==> config.mk <==
export PLATFORM = sky130hd
export DESIGN_NAME = multi_mode_crc_engine
export DESIGN_NICKNAME = d
export VERILOG_FILES = /design/src/mmcrc_pkg.sv /design/src/mmcrc_front.sv /design/src/mmcrc_back.sv /design/src/multi_mode_crc_engine.sv
export SDC_FILE = /design/constraint.sdc
export NUM_CORES = 1
export LEC_CHECK = 0
export ABC_AREA = 1
export BUFFER_PORTS_ARGS = -buffer_cell sky130_fd_sc_hd__buf_2
export CELL_PAD_IN_SITES_DETAIL_PLACEMENT = 0
export CELL_PAD_IN_SITES_GLOBAL_PLACEMENT = 1
export CORE_ASPECT_RATIO = 1.75
export CORE_MARGIN = 4
export CORE_UTILIZATION = 45
export CTS_CLUSTER_DIAMETER = 150
export DETAILED_ROUTE_END_ITERATION = 10
export HOLD_SLACK_MARGIN = 0.15
export PLACE_DENSITY = 0.85
export REMOVE_ABC_BUFFERS = 1
export SLEW_MARGIN = 30
export SYNTH_ARGS = -nofsm -noshare
export SYNTH_HDL_FRONTEND = slang
export SYNTH_HIERARCHICAL = 1
export SYNTH_SLANG_ARGS = --single-unit
==> constraint.sdc <==
create_clock -name i_clk -period 2.7 [get_ports i_clk]
set_input_delay 0.135 -clock i_clk [delete_from_list [all_inputs] [get_ports i_clk]]
set_output_delay 0.135 -clock i_clk [all_outputs]
set_load 0.02 [all_outputs]
==> src/mmcrc_pkg.sv <==
// shared types, constants and byte-wise crc update functions for the crc engine
`default_nettype none
package mmcrc_pkg;

    localparam int QUEUE_DEPTH = 4;

    localparam int CFG_INDEX_W = 2;
    localparam int CFG_DATA_W  = 8;

    localparam logic [CFG_INDEX_W-1:0] REG_MODE = 2'd0;
    localparam logic [CFG_INDEX_W-1:0] REG_SEED = 2'd1;

    localparam logic [1:0] MODE_CRC8  = 2'd0;
    localparam logic [1:0] MODE_CRC16 = 2'd1;
    localparam logic [1:0] MODE_CRC32 = 2'd2;

    localparam logic [7:0]  CRC8_POLY       = 8'h07;
    localparam logic [15:0] CRC16_INIT      = 16'hFFFF;
    localparam logic [31:0] CRC32_INIT      = 32'hFFFF_FFFF;
    localparam logic [31:0] CRC32_POLY_REFL = 32'hEDB8_8320;

    localparam logic [2:0] BYTES_CRC8  = 3'd1;
    localparam logic [2:0] BYTES_CRC16 = 3'd2;
    localparam logic [2:0] BYTES_CRC32 = 3'd4;
    localparam logic [2:0] BYTES_NONE  = 3'd0;

    typedef enum logic [1:0] {
        OP_CRC8  = 2'd0,
        OP_CRC16 = 2'd1,
        OP_CRC32 = 2'd2,
        OP_ERROR = 2'd3
    } t_op;

    typedef struct packed {
        t_op        op;
        logic [7:0] data;
        logic       last;
    } t_item;

    typedef struct packed {
        logic [1:0] mode;
        logic [7:0] seed;
    } t_cfg;

    function automatic logic [31:0] start_value(input t_cfg cfg);
        logic [31:0] v;
        case (cfg.mode)
            MODE_CRC8:  v = {24'd0, cfg.seed};
            MODE_CRC16: v = {16'd0, CRC16_INIT};
            MODE_CRC32: v = CRC32_INIT;
            default:    v = 32'd0;
        endcase
        return v;
    endfunction

    // msb first, poly 0x07, one bit per step
    function automatic logic [7:0] crc8_update(input logic [7:0] c, input logic [7:0] b);
        logic [7:0] x;
        x = c ^ b;
        for (int k = 0; k < 8; k++) begin
            if (x[7]) begin
                x = {x[6:0], 1'b0} ^ CRC8_POLY;
            end else begin
                x = {x[6:0], 1'b0};
            end
        end
        return x;
    endfunction

    // byte-wise ccitt shift formula
    function automatic logic [15:0] crc16_update(input logic [15:0] c, input logic [7:0] b);
        logic [7:0] x;
        x = c[15:8] ^ b;
        x = x ^ {4'd0, x[7:4]};
        return {c[7:0], 8'd0} ^ {x[3:0], 12'd0} ^ {3'd0, x, 5'd0} ^ {8'd0, x};
    endfunction

    // reflected, lsb first
    function automatic logic [31:0] crc32_update(input logic [31:0] c, input logic [7:0] b);
        logic [31:0] x;
        x = c ^ {24'd0, b};
        for (int k = 0; k < 8; k++) begin
            if (x[0]) begin
                x = {1'b0, x[31:1]} ^ CRC32_POLY_REFL;
            end else begin
                x = {1'b0, x[31:1]};
            end
        end
        return x;
    endfunction

endpackage
`default_nettype wire

==> src/mmcrc_front.sv <==
// front end: accepts bytes, tags them with the crc operation and queues them
`default_nettype none
module mmcrc_front #(
    parameter int QUEUE_DEPTH = mmcrc_pkg::QUEUE_DEPTH
) (
    input  wire                 i_clk,
    input  wire                 i_rst_n,
    input  wire                 i_valid,
    output logic                o_ready,
    input  wire  [7:0]          i_data_byte,
    input  wire                 i_last_byte,
    input  mmcrc_pkg::t_cfg     i_cfg,
    output logic                o_item_valid,
    output mmcrc_pkg::t_item    o_item,
    input  wire                 i_item_ready
);

    localparam int PTR_W = (QUEUE_DEPTH > 1) ? $clog2(QUEUE_DEPTH) : 1;
    localparam int CNT_W = $clog2(QUEUE_DEPTH + 1);
    localparam logic [PTR_W-1:0] LAST_PTR = PTR_W'(QUEUE_DEPTH - 1);
    localparam logic [CNT_W-1:0] FULL_CNT = CNT_W'(QUEUE_DEPTH);

    mmcrc_pkg::t_item r_queue [QUEUE_DEPTH];
    logic [PTR_W-1:0] r_wr_ptr, n_wr_ptr;
    logic [PTR_W-1:0] r_rd_ptr, n_rd_ptr;
    logic [CNT_W-1:0] r_count, n_count;

    mmcrc_pkg::t_item w_item;
    logic             w_push;
    logic             w_pop;

    always_comb begin
        case (i_cfg.mode)
            mmcrc_pkg::MODE_CRC8:  w_item.op = mmcrc_pkg::OP_CRC8;
            mmcrc_pkg::MODE_CRC16: w_item.op = mmcrc_pkg::OP_CRC16;
            mmcrc_pkg::MODE_CRC32: w_item.op = mmcrc_pkg::OP_CRC32;
            default:               w_item.op = mmcrc_pkg::OP_ERROR;
        endcase
        w_item.data = i_data_byte;
        w_item.last = i_last_byte;
    end

    assign o_ready      = (r_count != FULL_CNT);
    assign o_item_valid = (r_count != '0);
    assign o_item       = r_queue[r_rd_ptr];
    assign w_push       = i_valid && o_ready;
    assign w_pop        = o_item_valid && i_item_ready;

    always_comb begin
        n_wr_ptr = r_wr_ptr;
        n_rd_ptr = r_rd_ptr;
        n_count  = r_count;
        if (w_push) begin
            n_wr_ptr = (r_wr_ptr == LAST_PTR) ? '0 : r_wr_ptr + PTR_W'(1);
        end
        if (w_pop) begin
            n_rd_ptr = (r_rd_ptr == LAST_PTR) ? '0 : r_rd_ptr + PTR_W'(1);
        end
        if (w_push && !w_pop) begin
            n_count = r_count + CNT_W'(1);
        end else if (w_pop && !w_push) begin
            n_count = r_count - CNT_W'(1);
        end
    end

    always_ff @(posedge i_clk) begin
        if (!i_rst_n) begin
            r_wr_ptr <= '0;
            r_rd_ptr <= '0;
            r_count  <= '0;
        end else begin
            r_wr_ptr <= n_wr_ptr;
            r_rd_ptr <= n_rd_ptr;
            r_count  <= n_count;
        end
    end

    always_ff @(posedge i_clk) begin
        if (w_push) begin
            r_queue[r_wr_ptr] <= w_item;
        end
    end

endmodule
`default_nettype wire

==> src/mmcrc_back.sv <==
// back end: running crc register, byte update and result register
`default_nettype none
module mmcrc_back (
    input  wire                 i_clk,
    input  wire                 i_rst_n,
    input  wire                 i_item_valid,
    input  mmcrc_pkg::t_item    i_item,
    output logic                o_item_ready,
    input  mmcrc_pkg::t_cfg     i_cfg,
    input  wire                 i_reload,
    output logic                o_valid,
    input  wire                 i_ready,
    output logic [31:0]         o_crc_out,
    output logic [2:0]          o_crc_bytes
);

    logic [31:0] r_crc;
    logic        r_out_valid;
    logic [31:0] r_out_crc;
    logic [2:0]  r_out_bytes;

    logic [31:0] w_upd;
    logic [2:0]  w_nbytes;
    logic [31:0] w_start;
    logic        w_take;

    always_comb begin
        case (i_item.op)
            mmcrc_pkg::OP_CRC8: begin
                w_upd    = {24'd0, mmcrc_pkg::crc8_update(r_crc[7:0], i_item.data)};
                w_nbytes = mmcrc_pkg::BYTES_CRC8;
            end
            mmcrc_pkg::OP_CRC16: begin
                w_upd    = {16'd0, mmcrc_pkg::crc16_update(r_crc[15:0], i_item.data)};
                w_nbytes = mmcrc_pkg::BYTES_CRC16;
            end
            mmcrc_pkg::OP_CRC32: begin
                w_upd    = mmcrc_pkg::crc32_update(r_crc, i_item.data);
                w_nbytes = mmcrc_pkg::BYTES_CRC32;
            end
            default: begin
                w_upd    = 32'd0;
                w_nbytes = mmcrc_pkg::BYTES_NONE;
            end
        endcase
    end

    assign w_start      = mmcrc_pkg::start_value(i_cfg);
    // only a message end needs room in the result register
    assign o_item_ready = !i_item.last || !r_out_valid || i_ready;
    assign w_take       = i_item_valid && o_item_ready;

    assign o_valid     = r_out_valid;
    assign o_crc_out   = r_out_crc;
    assign o_crc_bytes = r_out_bytes;

    always_ff @(posedge i_clk) begin
        if (!i_rst_n) begin
            r_crc       <= 32'd0;
            r_out_valid <= 1'b0;
        end else begin
            if (w_take && i_item.last) begin
                r_out_valid <= 1'b1;
            end else if (i_ready) begin
                r_out_valid <= 1'b0;
            end
            if (i_reload) begin
                r_crc <= w_start;
            end else if (w_take) begin
                if (i_item.last) begin
                    r_crc <= w_start;
                end else begin
                    r_crc <= w_upd;
                end
            end
        end
    end

    always_ff @(posedge i_clk) begin
        if (w_take && i_item.last) begin
            r_out_crc   <= w_upd;
            r_out_bytes <= w_nbytes;
        end
    end

endmodule
`default_nettype wire

==> src/multi_mode_crc_engine.sv <==
// top level of the multi-mode crc engine: config registers, front and back ends
//
// channel   direction  signals                                  width
// input     in         i_valid/o_ready, i_data_byte, i_last_byte 8 + 1
// result    out        o_valid/i_ready, o_crc_out, o_crc_bytes   32 + 3
// config    in         i_cfg_valid/o_cfg_ready, i_cfg_index,     2 + 8
//                      i_cfg_data
//
// one byte per cycle unless a last byte stalls on i_ready; xor byte update in the back end
// each byte is held in the byte queue until the back end takes it; the result is registered
// the byte queue lets input requests continue while a result waits on i_ready
// synchronous active-low reset; crc8 mode with seed zero after reset, no clearing pass
// a mode or seed write reloads the running crc of the new mode on the following cycle
`default_nettype none
module multi_mode_crc_engine #(
    parameter int QUEUE_DEPTH = mmcrc_pkg::QUEUE_DEPTH
) (
    input  wire                                i_clk,
    input  wire                                i_rst_n,
    input  wire                                i_valid,
    output logic                               o_ready,
    input  wire  [7:0]                         i_data_byte,
    input  wire                                i_last_byte,
    output logic                               o_valid,
    input  wire                                i_ready,
    output logic [31:0]                        o_crc_out,
    output logic [2:0]                         o_crc_bytes,
    input  wire                                i_cfg_valid,
    output logic                               o_cfg_ready,
    input  wire  [mmcrc_pkg::CFG_INDEX_W-1:0]  i_cfg_index,
    input  wire  [mmcrc_pkg::CFG_DATA_W-1:0]   i_cfg_data
);

    mmcrc_pkg::t_cfg  r_cfg;
    logic             r_reload;
    logic             w_cfg_wr;
    logic             w_item_valid;
    logic             w_item_ready;
    mmcrc_pkg::t_item w_item;

    assign o_cfg_ready = 1'b1;
    assign w_cfg_wr    = i_cfg_valid && o_cfg_ready;

    always_ff @(posedge i_clk) begin
        if (!i_rst_n) begin
            r_cfg.mode <= mmcrc_pkg::MODE_CRC8;
            r_cfg.seed <= 8'd0;
            r_reload   <= 1'b0;
        end else begin
            r_reload <= w_cfg_wr && ((i_cfg_index == mmcrc_pkg::REG_MODE) ||
                                     (i_cfg_index == mmcrc_pkg::REG_SEED));
            if (w_cfg_wr) begin
                case (i_cfg_index)
                    mmcrc_pkg::REG_MODE: begin
                        r_cfg.mode <= i_cfg_data[1:0];
                    end
                    mmcrc_pkg::REG_SEED: begin
                        r_cfg.seed <= i_cfg_data[7:0];
                    end
                    default: begin
                    end
                endcase
            end
        end
    end

    mmcrc_front #(
        .QUEUE_DEPTH (QUEUE_DEPTH)
    ) u_front (
        .i_clk        (i_clk),
        .i_rst_n      (i_rst_n),
        .i_valid      (i_valid),
        .o_ready      (o_ready),
        .i_data_byte  (i_data_byte),
        .i_last_byte  (i_last_byte),
        .i_cfg        (r_cfg),
        .o_item_valid (w_item_valid),
        .o_item       (w_item),
        .i_item_ready (w_item_ready)
    );

    mmcrc_back u_back (
        .i_clk        (i_clk),
        .i_rst_n      (i_rst_n),
        .i_item_valid (w_item_valid),
        .i_item       (w_item),
        .o_item_ready (w_item_ready),
        .i_cfg        (r_cfg),
        .i_reload     (r_reload),
        .o_valid      (o_valid),
        .i_ready      (i_ready),
        .o_crc_out    (o_crc_out),
        .o_crc_bytes  (o_crc_bytes)
    );

endmodule
`default_nettype wire
### Word level (Yosys, flattened, before mapping)

Memory sizes are Yosys's and may differ from the RTL's. A register that Yosys moved wholly into a read port is not among the register bits.
Cells that the tools add are included.

* register bits after elaboration: 86
* memory bits (writable): 44
* word-level logic and storage cells: 115
* memories: 1

* reduce and logical (&&, ||, !) cells: 22
* bitwise logic cells: 23
* add/sub/neg operators: 4
* mux-type cells: 47
* eq/ne operators: 8

Memory list
* u_front.r_queue: depth 4, width 11, rd ports 1, clocked after Yosys merged registers in 1, wr ports 1, line mmcrc_front.sv:23 `mmcrc_pkg::t_item r_queue [QUEUE_DEPTH];`

Operators by type and width (count)
* 32-bit 2-to-1 mux: 18
* 32-bit case mux with 3 select lines: 2
* 13-bit inverter with 14-bit output: 8
* 8-bit 2-to-1 mux: 7
* 32-bit by 8-bit bitwise XOR with 32-bit output: 1
* 3-bit 2-to-1 mux: 10
* 3-bit inverter: 8
* 16-bit by 13-bit bitwise XOR with 16-bit output: 1
* 16-bit bitwise XOR: 1
* 16-bit by 8-bit bitwise XOR with 16-bit output: 1
* 8-bit bitwise XOR: 2
* 3-bit case mux with 3 select lines: 1
* 2-bit == test, second input constant: 4
* 2-bit 2-to-1 mux: 4
* 8-bit by 4-bit bitwise XOR with 8-bit output: 1
* 2-bit by 1-bit == test with 1-bit output, second input constant: 3
* 1-bit logical AND: 6
* 2-bit logical NOT: 3
* 2-bit case mux with 3 select lines: 1
* 2-bit nonzero test: 3
* 2-bit by 1-bit adder with 2-bit output, second input constant: 2
* 1-bit logical NOT: 4
* 1-bit 2-to-1 mux: 4
* 2-bit AND reduction: 2
* 5 further kinds: 7

### Longest topological paths before layout

* depth after elaboration: 28
* depth in mapped cells: 19
* gate-level depth less buffers: 18

### Cells and area by module

Netlist, hierarchy kept.

By module, submodules not included
* mmcrc_back: area each 4455.5 um2, sequential area each 1711.6 um2, times used 1, cells each 600
* mmcrc_front: area each 2165.8 um2, sequential area each 1501.4 um2, times used 1, cells each 179
* multi_mode_crc_engine: area each 479.2 um2, sequential area each 220.2 um2, times used 1, cells each 69

### Worst setup path before layout

OpenSTA, ideal clock, no wires.

* path type: flip-flop to flip-flop
* start: register (tool-made name)
* end: register u_back.r_out_crc[5] (netlist: u_back/o_crc_out[5]) (data pin)
* setup time: 0.256 ns
* data required time: 2.444 ns
* cell stages (with the launch flop): 13
* arrival time: 1.827 ns
* slack: 0.617 ns
* period minus slack after synthesis: 2.083 ns
* cells stage by stage: dfxtp_1 buf_4 o21ai_1 o22ai_1 inv_1 nand2_1 nand2_4 nand2_4 nand2_4 xnor2_1 or2_0 nand3_1 nand2_2

RTL lines
* end signal: assignment: line mmcrc_back.sv:81 `r_out_crc <= w_upd;`
* end: declaration: line mmcrc_back.sv:19 `logic [31:0] r_out_crc;`

==> results.md <==
- The initial antenna violation count came to 0.
- For the worst setup path, the data arrival time is approximately 2.7 ns.
- TritonCTS built the clock tree.
- On the critical path, the stage with the largest delay is an instance of sky130_fd_sc_hd__dfxtp_1.
- Sequential cells were found to cover 48.4% of the synthesized design area.
- The relative area change from synthesis to final layout is 23.8%.
- The die is just over 100 um wide.
- For this run, design rule violations remaining after detail routing come to 0.
- A synthesized cell averages ~8.4 um^2.
- The count of final setup violators is 0.
- The critical path goes through inv_1 > buf_4 > o21ai_1 > o22ai_1 > inv_1 > nand2_2 > nand2_4 > xnor2_1 > inv_1 > o21ai_0 > nand2_1 > o21ai_0 > a21oi_1.
- Setup repair after global routing left no endpoint under its margin.
- Of all flip-flops after synthesis, the portion carrying an async set or reset was 0%.
- The delay contributed by the slowest stage of the critical path is ~0.33 ns.
- The number of H-tree levels is 4.
- The clock skew is ~0.022 ns.
- At the placement stage, the worst setup path has a slack of 0.170 ns.
- The net count of the finished layout is around 1,000.
- During placement, the flow inserted port buffers numbering 60.
- The category of the worst setup path capture point is a flip-flop.
- For this run, the detailed router's first-pass iteration total came to 5.
- The HPWL after detailed placement is between 10,000 and 15,000 um.
- The cell family with the largest share of critical-path delay is compound AO/OA/AOI/OAI gates.
- In this run, CTS created clock tree buffers numbering 17.
- The cell at the root of the clock tree is sky130_fd_sc_hd__clkbuf_16.
- The max-capacitance violation count is 0.
- In this run the deepest clock path goes through 2 buffers.
- The clock reaches the later pin of the worst-skew pair after between 0.4 and 0.5 ns.
- In this run, distinct cell masters in the synthesized netlist total 47.
- The total negative slack for setup checks is 0 ns.
- The number of max-slew violations in the final report was 0.
- Synthesis handed over a netlist of roughly 850 instances.
- The pin count of the biggest net entering global routing is between 50 and 60.
- In this run the cell area of the synthesized design comes to 0.00710 mm^2.
- The starting utilization of the core area is about 46%.
- The number of synthesized flops with an enable pin is about 80.
- The count of nets left with antenna violations after detail routing is 0.
- For this run the aggregate overflow at the end of global routing stands at 0.
- The number of fill cells in the layout is 1,398.
- The worst min-delay path category is input port to flip-flop.
- The routed layout has about 5,900 vias.
- The flow ran to the end, and the final reports show no timing, DRC or antenna violations.
- Setup slack on the worst reg-to-reg path comes out at about 0.25 ns.
- In this run the tightest slew margin relative to its limit is a little under two fifths.
- The maximum clock frequency is 408 MHz.
- The sequential cell area is roughly 0.0034 mm^2.
- STA classifies the critical path startpoint as a flip-flop.
- In this design, the critical path's most frequently occurring cell is sky130_fd_sc_hd__inv_1.
- The minimum period implied by the final worst setup slack is 2.45 ns.
- The worst setup path is of the flip-flop to flip-flop kind.
- The via count normalized by instance count is around 5.
- The congestion estimate from routability-driven global placement came to between 0.9 and 1.
- The Yosys step of the flow raised 6 warnings.
- The transition time at the pin with the least slew margin is 0.924 ns.
- The via count of the first global-routing pass is 5,850.
- The detailed router finished its first iteration with 311 violations.
- For this design the top-level I/O count stands at 62.
- The synthesized design contains 132 register bits.
- For this run, the total global-route usage over all layers was measured as about 22%.
- The clock net in this run drives a total of ~130 sinks.
- The area of the multi-input gates is approximately 0.0031 mm^2.
- The sum of buffers and inverters on the critical path is 4.
- The wire length of the first global-routing pass is just over 30,000 um.
- The primary flip-flop cell chosen by synthesis mapping is sky130_fd_sc_hd__edfxtp_1.
- The total length of routed wires is ~19,000 um.
- The count of final hold-check violations is 0.
- The final worst-path setup slack is 0.250 ns.
- The final routed wire length divided by cell count is 16.4 um.
- The core area is between 0.015 and 0.02 mm^2.
- In the final layout, the share of cells above drive strength 1 is a little over a fifth.
- 0 antenna diodes ended up in the layout.
- Clock-pin slew was measured on the worst setup and hold paths at approximately 0.06 ns.
- For the worst setup path, the data required time is ~3 ns.
- The fraction of the cycle the final worst path needs is a little over 90%.
- Row generation in the floorplan step produced 60 rows.
- The die height is between 150 and 200 um.
- The largest fanout of any net on the critical path is 9.
- The floorplan die area is around 0.018 mm^2.
[cell usage in the layout, fill, tap and decap left out, types with 6 or more instances in the layout]
cell | netlist | final
sky130_fd_sc_hd__xor2_1 | 22 | 22
sky130_fd_sc_hd__dfxtp_1 | 53 | 52
sky130_fd_sc_hd__nand2_2 | 17 | 17
sky130_fd_sc_hd__xnor2_1 | 17 | 16
sky130_fd_sc_hd__bufinv_16 | 0 | 6
sky130_fd_sc_hd__a21oi_1 | 39 | 39
sky130_fd_sc_hd__o21ai_1 | 27 | 27
sky130_fd_sc_hd__dlygate4sd3_1 | 0 | 25
sky130_fd_sc_hd__nor2_1 | 71 | 71
sky130_fd_sc_hd__nand3_1 | 45 | 45
sky130_fd_sc_hd__clkbuf_16 | 0 | 17
sky130_fd_sc_hd__ha_1 | 9 | 9
sky130_fd_sc_hd__o21ai_0 | 61 | 61
sky130_fd_sc_hd__o22ai_1 | 11 | 10
sky130_fd_sc_hd__nand2_4 | 17 | 17
sky130_fd_sc_hd__buf_4 | 7 | 48
sky130_fd_sc_hd__inv_2 | 15 | 14
sky130_fd_sc_hd__nand2_1 | 212 | 212
sky130_fd_sc_hd__edfxtp_1 | 79 | 79
sky130_fd_sc_hd__inv_1 | 80 | 80
sky130_fd_sc_hd__buf_2 | 6 | 60
[flip-flops by register name, summed over array words and instances (netlist names), named ones only]
name	flops
u_front/r_queue	44
u_back/o_crc_out	32
u_back/r_crc	32
r_cfg	10
u_back/o_crc_bytes	3
u_front/r_count	3
u_front/r_rd_ptr	2
u_front/r_wr_ptr	2
r_reload	1
u_back/o_valid	1
[per-stage QoR]
stage / util, % / std cells / hold WS (ns) / area [um^2]
floorplan: - / 816 / 0.233 / 6930
global placement: 50.7 / 1111 / 0.346 / 7850
detailed placement: 50.7 / 1111 / 0.354 / 7850
CTS: 56.7 / 1168 / 0.376 / 8770
global route: 56.8 / 1168 / 0.428 / 8790
finish: 56.8 / 1168 / 0.384 / 8790
[per-layer routing]
| metal | vias up | wire [um] | GRT usage [%] |
|---|---|---|---|
| met5 | - | 0 | 0 |
| met4 | 0 | 1270 | 14.5 |
| met3 | 77 | 670 | 3.21 |
| met2 | 169 | 10400 | 40.5 |
| met1 | 2697 | 6770 | 23.3 |
| li1 | 3004 | - | - |
[logic make-up (layout without fill, tap and decap cells)]
kind of cell | count (synthesis) | after routing | synth area share [%]
fa+ha+maj | 10 | 10 | 1.87
other cells | 1 | 1 | 0.0528
buf+inv | 128 | 262 | 7.49
compound gates | 153 | 153 | 11.6
flops | 132 | 132 | 48.4
simple gates | 378 | 378 | 24.0
xor+xnor | 46 | 46 | 6.57
[Yosys cell counts, types with 9 or more instances]
cell                       number  area share (%)
sky130_fd_sc_hd__edfxtp_1      79              33
sky130_fd_sc_hd__ha_1           9             1.6
sky130_fd_sc_hd__nand2_1      212              11
sky130_fd_sc_hd__a21oi_1       39             2.7
sky130_fd_sc_hd__xor2_1        22             2.7
sky130_fd_sc_hd__o21ai_1       27             1.9
sky130_fd_sc_hd__o22ai_1       11            0.97
sky130_fd_sc_hd__nand2_2       17             1.5
sky130_fd_sc_hd__nor2_1        71             3.8
sky130_fd_sc_hd__nand2_4       17             2.7
sky130_fd_sc_hd__dfxtp_1       53              15
sky130_fd_sc_hd__clkbuf_1      15            0.79
sky130_fd_sc_hd__inv_2         15            0.79
sky130_fd_sc_hd__xnor2_1       17             2.1
sky130_fd_sc_hd__o21ai_0       61             4.3
sky130_fd_sc_hd__nand3_1       45             3.2
sky130_fd_sc_hd__inv_1         80             4.2
[final cells by class]
class                           instances  area share (%)
Clock buffer                           17            4.84
Clock inverter                         15            2.85
Inverter                               96            4.16
Multi-Input combinational cell        588            35.8
Sequential cell                       132            39.1
Tap cell                              186            2.65
Timing Repair Buffer                  134            10.6
[path summary, 6_finish.rpt]
path	start	end	depth (start not counted)
worst min-delay path	i_rst_n	u_front/r_count[2]	3
worst min register to register	r_cfg[5]	r_cfg[5]	4
worst max register to register	flip-flop	u_back/r_crc[13]	13
worst max-delay path	flip-flop	u_back/r_crc[13]	13
[worst min-delay path, cell delays in order]
cell and delay [ns]:
sky130_fd_sc_hd__buf_2 0.40, sky130_fd_sc_hd__nand2_1 0.18, sky130_fd_sc_hd__nor2_1 0.03
[timing repair]
action,4_1_cts,5_1_grt
resized for setup,0,5
hold buffers,25,0
setup endpoints to repair,0,14
endpoints found under the hold margin,50,0
setup buffers,0,0
Power is not shown: default switching activity piles up to over one toggle a cycle in this logic, so the estimate is an artifact.
